`config.mk`:
```
export PLATFORM = sky130hd
export DESIGN_NAME = twv_seq
export DESIGN_NICKNAME = d
export VERILOG_FILES = /design/src/hdl/twv_pkg.sv /design/src/hdl/twv_seq.sv
export SDC_FILE = /design/constraint.sdc
export NUM_CORES = 1
export LEC_CHECK = 0
export BUFFER_PORTS_ARGS = -buffer_cell sky130_fd_sc_hd__buf_2
export CAP_MARGIN = 20
export CORE_MARGIN = 1
export CORE_UTILIZATION = 56
export DETAILED_ROUTE_END_ITERATION = 12
export PLACE_DENSITY = 0.92
export SYNTH_ARGS = -nofsm -noshare
export SYNTH_HDL_FRONTEND = slang
export SYNTH_SLANG_ARGS = --single-unit
```
`constraint.sdc`:
```
create_clock -name i_clk -period 10.96 [get_ports i_clk]
set_clock_uncertainty 0.15 [all_clocks]
set_input_delay 0.548 -clock i_clk [delete_from_list [all_inputs] [get_ports i_clk]]
set_output_delay 0.548 -clock i_clk [all_outputs]
set_load 0.05 [all_outputs]
```
`src/hdl/twv_pkg.sv`:
```
// Package for the trapped water volume block.
// Holds the default sizes, the fixed field widths and the result record.
// No dependencies; the sequencer, the top level and the testbench import it.
package twv_pkg;

    // Default sizes handed to the top-level parameters.
    localparam int DEF_MAX_BARS    = 1024;
    localparam int DEF_HEIGHT_BITS = 16;

    // Fixed widths of the transaction fields.
    localparam int HEIGHT_W = 16;
    localparam int VOLUME_W = 26;

    // Result handed from the sequencer to the output register.
    typedef struct packed {
        logic                valid;
        logic [VOLUME_W-1:0] volume;
        logic                overflow;
    } t_result;

endpackage

```
`src/hdl/twv_seq.sv`:
```
// Sequencer of the trapped water volume block: bar loading, the right-maximum
// pass, the left-maximum and summing pass, and the hand-off of one result.
// Depends on twv_pkg; drives the two twv_ram instances in the top level.
module twv_seq #(
    parameter int MAX_BARS    = 1024,
    parameter int HEIGHT_BITS = 16
) (
    input  logic                                             i_clk,
    input  logic                                             i_rst_n,
    // Input transactions.
    input  logic                                             i_in_valid,
    output logic                                             o_in_ready,
    input  logic [twv_pkg::HEIGHT_W-1:0]                     i_height,
    input  logic                                             i_last_bar,
    // Bar store.
    output logic                                             o_bar_we,
    output logic [((MAX_BARS > 1) ? $clog2(MAX_BARS) : 1)-1:0] o_bar_waddr,
    output logic [((HEIGHT_BITS < twv_pkg::HEIGHT_W) ? HEIGHT_BITS
                   : twv_pkg::HEIGHT_W)-1:0]                 o_bar_wdata,
    output logic                                             o_bar_re,
    output logic [((MAX_BARS > 1) ? $clog2(MAX_BARS) : 1)-1:0] o_bar_raddr,
    input  logic [((HEIGHT_BITS < twv_pkg::HEIGHT_W) ? HEIGHT_BITS
                   : twv_pkg::HEIGHT_W)-1:0]                 i_bar_q,
    // Right-maximum store.
    output logic                                             o_rm_we,
    output logic [((MAX_BARS > 1) ? $clog2(MAX_BARS) : 1)-1:0] o_rm_waddr,
    output logic [((HEIGHT_BITS < twv_pkg::HEIGHT_W) ? HEIGHT_BITS
                   : twv_pkg::HEIGHT_W)-1:0]                 o_rm_wdata,
    output logic                                             o_rm_re,
    output logic [((MAX_BARS > 1) ? $clog2(MAX_BARS) : 1)-1:0] o_rm_raddr,
    input  logic [((HEIGHT_BITS < twv_pkg::HEIGHT_W) ? HEIGHT_BITS
                   : twv_pkg::HEIGHT_W)-1:0]                 i_rm_q,
    // Result toward the output register.
    output twv_pkg::t_result                                 o_res,
    input  logic                                             i_res_ready
);

    import twv_pkg::*;

    localparam int HW     = (HEIGHT_BITS < HEIGHT_W) ? HEIGHT_BITS : HEIGHT_W;
    localparam int ADDR_W = (MAX_BARS > 1) ? $clog2(MAX_BARS) : 1;
    localparam int CNT_W  = $clog2(MAX_BARS + 1);

    localparam logic [CNT_W-1:0]  MAX_CNT  = CNT_W'(MAX_BARS);
    localparam logic [ADDR_W-1:0] LAST_IDX = ADDR_W'(MAX_BARS - 1);

    localparam logic [1:0] S_LOAD = 2'd0;
    localparam logic [1:0] S_RMAX = 2'd1;
    localparam logic [1:0] S_LSUM = 2'd2;
    localparam logic [1:0] S_DONE = 2'd3;

    logic [1:0]          r_state;
    logic [CNT_W-1:0]    r_cnt;
    logic                r_ovf;
    logic                r_issue;
    logic                r_rd_vld;
    logic [ADDR_W-1:0]   r_idx;
    logic [ADDR_W-1:0]   r_last;
    logic [ADDR_W-1:0]   r_rd_addr;
    logic [HW-1:0]       r_run;
    logic [VOLUME_W-1:0] r_acc;

    logic                accept;
    logic                store;
    logic [HW-1:0]       n_run;
    logic [HW-1:0]       n_lo;
    logic [HW-1:0]       n_diff;
    logic [VOLUME_W:0]   n_sum;

    // Handshake and store decision for one input transaction; no intake in reset.
    assign o_in_ready = i_rst_n && (r_state == S_LOAD);
    assign accept     = i_in_valid && o_in_ready;
    assign store      = accept && (r_cnt < MAX_CNT);

    // Bar loading writes at the fill count; both passes read at the pass index.
    assign o_bar_we    = store;
    assign o_bar_waddr = r_cnt[ADDR_W-1:0];
    assign o_bar_wdata = i_height[HW-1:0];
    assign o_bar_re    = r_issue && ((r_state == S_RMAX) || (r_state == S_LSUM));
    assign o_bar_raddr = r_idx;
    assign o_rm_re     = r_issue && (r_state == S_LSUM);
    assign o_rm_raddr  = r_idx;

    // Running maximum, water level and saturating sum for the bar read last cycle.
    always_comb begin
        n_run  = (i_bar_q > r_run) ? i_bar_q : r_run;
        n_lo   = (n_run < i_rm_q) ? n_run : i_rm_q;
        n_diff = n_lo - i_bar_q;
        n_sum  = {1'b0, r_acc} + (VOLUME_W + 1)'(n_diff);
    end

    // The right-maximum pass writes the running maximum back for the sum pass.
    assign o_rm_we    = (r_state == S_RMAX) && r_rd_vld;
    assign o_rm_waddr = r_rd_addr;
    assign o_rm_wdata = n_run;

    // Result record.
    assign o_res.valid    = (r_state == S_DONE);
    assign o_res.volume   = r_acc;
    assign o_res.overflow = r_ovf;

    // Control state.
    always_ff @(posedge i_clk) begin
        if (!i_rst_n) begin
            r_state  <= S_LOAD;
            r_cnt    <= '0;
            r_ovf    <= 1'b0;
            r_issue  <= 1'b0;
            r_rd_vld <= 1'b0;
        end else begin
            unique case (r_state)
                S_LOAD: begin
                    if (accept) begin
                        if (store) begin
                            r_cnt <= r_cnt + 1'b1;
                        end else begin
                            r_ovf <= 1'b1;
                        end
                        if (i_last_bar) begin
                            r_state <= S_RMAX;
                            r_issue <= 1'b1;
                        end
                    end
                end
                S_RMAX, S_LSUM: begin
                    r_rd_vld <= r_issue;
                    if (r_issue) begin
                        if (r_state == S_RMAX) begin
                            if (r_idx == '0) begin
                                r_issue <= 1'b0;
                            end
                        end else begin
                            if (r_idx == r_last) begin
                                r_issue <= 1'b0;
                            end
                        end
                    end else if (!r_rd_vld) begin
                        if (r_state == S_RMAX) begin
                            r_state <= S_LSUM;
                            r_issue <= 1'b1;
                        end else begin
                            r_state <= S_DONE;
                        end
                    end
                end
                S_DONE: begin
                    if (i_res_ready) begin
                        r_state <= S_LOAD;
                        r_cnt   <= '0;
                        r_ovf   <= 1'b0;
                    end
                end
                default: begin
                    r_state <= S_LOAD;
                end
            endcase
        end
    end

    // Pass index, running maximum and accumulator.
    always_ff @(posedge i_clk) begin
        r_rd_addr <= r_idx;
        unique case (r_state)
            S_LOAD: begin
                r_run <= '0;
                if (accept && i_last_bar) begin
                    r_last <= store ? r_cnt[ADDR_W-1:0] : LAST_IDX;
                    r_idx  <= store ? r_cnt[ADDR_W-1:0] : LAST_IDX;
                end
            end
            S_RMAX: begin
                if (r_issue && (r_idx != '0)) begin
                    r_idx <= r_idx - 1'b1;
                end
                if (r_rd_vld) begin
                    r_run <= n_run;
                end
                if (!r_issue && !r_rd_vld) begin
                    r_idx <= '0;
                    r_run <= '0;
                    r_acc <= '0;
                end
            end
            S_LSUM: begin
                if (r_issue && (r_idx != r_last)) begin
                    r_idx <= r_idx + 1'b1;
                end
                if (r_rd_vld) begin
                    r_run <= n_run;
                    r_acc <= n_sum[VOLUME_W] ? {VOLUME_W{1'b1}} : n_sum[VOLUME_W-1:0];
                end
            end
            S_DONE: begin
                r_run <= '0;
            end
            default: begin
                r_run <= '0;
            end
        endcase
    end

endmodule

```
==> run metrics <==
Initial Util=roughly three fifths; Post-Synth Adder-Cell Area=13.3%; initial antenna violation count=0; CTS max path bufs=2; RSZ-0062 raised after global routing=no; die area=between 10,000 and 15,000 sq um; Final min period=between 9 and 10 ns; area delta synth->final=11.1%; top-area cell type share of the netlist area=19.6%; largest family of logic cells by synthesized area=compound AO/OA/AOI/OAI gates; simple-gate share of the synthesized area=15.9%; warnings from Yosys=0; slew margin rel.=around 32%; worst setup path class=reg2reg; xor/xnor cell area share of the yosys netlist=approximately 7.4%; Total GRT Usage=25.4%; CP most frequent cell=o21ai_0; grt peak-use layer=met2; status=complete, no violations; port bufs=about 130; Clk Latency, worst-skew pair=0.36 ns; placed cells=~1,000; met3 Usage GRT=under 10%; critical path launch point type=flip-flop; met1 usage=32.0%; WL per Instance=15.6 um; slowest library cell on the worst path=and2_1; grt met2 use=about 43%; CP max FO=30; Max VDD drop=about 0.19 mV; global placer's final weighted congestion=between 0.9 and 1; Synth area leaders=edfxtp_1 (20%), ha_1 (13%), dfxtp_1 (12%), xnor2_1 (4.0%), buf_4 (3.9%); H-tree levels=3; total grt overflow=0; largest net degree at the start of global routing=42; Final ANT Viol Nets=0; Mapped Cells=roughly 800; DRT iter0 DRCs=667; slowest stage delay, CP=between 0.7 and 0.8 ns; first-pass GRT wire length=between 20 and 30 mm; Slew Limit Fails=0; setup tns final=0 ns; nets=roughly 1,000; Die Wd=approximately 110 um; CTS Buf Count=9; prevailing post-synth register cell=edfxtp_1; die height=about 110 um; syn_area_per_cell=a little under 9 sq um; CP arrival=between 9 and 10 ns; Power Density=about 280 nW/um^2; ant diodes=0; final period utilization=around nine tenths; core area=between 10,000 and 15,000 sq um; EDFF count, synth=46; async set-reset flop share out of synthesis=0%; multiplexer share of the synthesized area=~6.1%; non-filler instance count after layout=between 1,000 and 1,500; CTS hold repair buffers=0; Synth Area in Compound Gates=16.6%; Synthesized Nets=just over 900; Crit. End Element=flip-flop; Final Setup Violations=0; worst min path class=reg2reg; CTS resizes=0; final hold vios=0; DR vias=6,112; clock sink total=about 90; share of layout cells above drive strength 1=about a fifth; flop and latch count out of synthesis=88; final hold slack=around 0.34 ns; Post-CTS Setup Bufs=0; CTS tree=done; Ports=between 150 and 200; area leader, netlist=edfxtp_1; vias per cell=approximately 5.8; highest clock rate=around 100 MHz; Post-Route WL=16.4 mm; sequential fraction of the synthesis area=between 30% and 40%; Cell Rows=40; Required @ worst endpoint=between 10 and 15 ns; drt drc=0; dpl hpwl=between 10 and 15 mm; clock-pin slew on the worst setup and hold paths=0.07 ns; Cell Area, Synth=roughly 7100 sq um; P_leak=3.42 nW; vias in the first global route=around 5,500; DRT Pass-1 Iters=5; max-cap violation count=0; Yosys cell types=60; clock root buffer=clkbuf_16; worst-margin pin slew=approximately 1.0 ns
==> report_power, final <==
part	switching (mW)	total, mW	internal (mW)
Sequential	0.111	0.584	0.473
Combinational	0.860	1.26	0.400
Clock	0.148	0.331	0.182
Total	1.12	2.17	1.06
==> placed cells by master, fill, tap and decap left out, types with 15 or more instances in the layout <==
| master | count |
|---|---|
| nand2_1 | 61 |
| mux2i_1 | 23 |
| a21oi_1 | 55 |
| edfxtp_1 | 46 |
| buf_2 | 125 |
| a21boi_0 | 15 |
| ha_1 | 72 |
| nand4_1 | 16 |
| nor2_1 | 66 |
| dfxtp_1 | 42 |
| o21ai_0 | 40 |
| xor2_1 | 25 |
| xnor2_1 | 32 |
| o21a_1 | 16 |
| inv_1 | 69 |
==> flip-flops by register name (all words and copies together) (netlist names) <==
signal,flops
o_bar_raddr,10
r_state,2
r_ovf,1
r_acc,26
o_rm_waddr,10
r_issue,1
r_last,10
r_rd_vld,1
r_cnt,11
r_run,16
==> cells by family (layout without fill, tap and decap cells) <==
logic type               count (synthesis)  count (layout)
AND/OR/NAND/NOR                        230             230
buffers and inverters                  132             213
AO/OA/AOI/OAI                          181             181
XOR/XNOR                                58              58
multiplexers                            38              38
flip-flops                              88              88
adder cells (fa/ha/maj)                 74              74
==> synth_stat cells (5+ instances only) <==
cell type / instances
a21boi_0: 15
a21o_1: 8
a21oi_1: 55
a22oi_1: 9
a31oi_1: 8
and2_1: 9
and3_1: 6
buf_4: 37
clkbuf_1: 22
dfxtp_1: 42
edfxtp_1: 46
ha_1: 72
inv_1: 69
mux2_2: 7
mux2_4: 8
mux2i_1: 23
nand2_1: 61
nand2b_1: 5
nand3_1: 9
nand4_1: 16
nor2_1: 66
nor2b_1: 13
nor3_1: 11
o21a_1: 16
o21ai_0: 40
or2_2: 5
or3_1: 14
xnor2_1: 32
xor2_1: 25
==> path summary, 6_finish.rpt <==
kind / from / endpoint / slack, ns / cells past startpoint
max: r_run[14]$_DFF_P_ / r_acc[5]$_SDFFCE_PN0P_ / 1.10 / 31
min: r_run[15]$_DFF_P_ / r_run[15]$_DFF_P_ / 0.34 / 2
max reg2reg: r_run[14]$_DFF_P_ / r_acc[5]$_SDFFCE_PN0P_ / 1.10 / 31
min reg2reg: r_run[15]$_DFF_P_ / r_run[15]$_DFF_P_ / 0.34 / 2
==> per-layer routing <==
metal | share of wire, % | wire, um
met2 | 49 | 8090
met4 | 2.1 | 337
met5 | 0 | 0
met1 | 42 | 6910
met3 | 6.6 | 1090
==> layout make-up <==
| class | count | area (sq um) |
|---|---|---|
| fill | 929 | 4320 |
| multi-input combinational | 581 | 4190 |
| sequential | 88 | 2220 |
| timing repair buffer | 128 | 652 |
| inverter | 69 | 259 |
| clock buffer | 9 | 225 |
| tap | 168 | 210 |
| clock inverter | 7 | 83.8 |
==> through the flow <==
step | total power [mW] | area, sq um | setup WS [ns] | utilization (%)
finish | 2.17 | 7850 | 1.10 | 64.5
floorplan | 1.60 | 7060 | 1.73 | -
global route | 2.30 | 7850 | 0.270 | 64.5
detailed placement | 1.83 | 7540 | 1.05 | 62.0
global placement | 1.80 | 7530 | 1.29 | 61.9
CTS | 2.17 | 7850 | 1.24 | 64.5
==> worst max-delay path, delay by kind of cell (launching register included) <==
family,cells,cell delay (ns)
XOR/XNOR,1,0.07
buffers and inverters,1,0.06
AO/OA/AOI/OAI,17,4.98
flip-flops,1,0.33
AND/OR/NAND/NOR,6,2.24
adder cells (fa/ha/maj),5,1.69
multiplexers,1,0.16
Note: power is estimated with default switching activity, not from simulation.
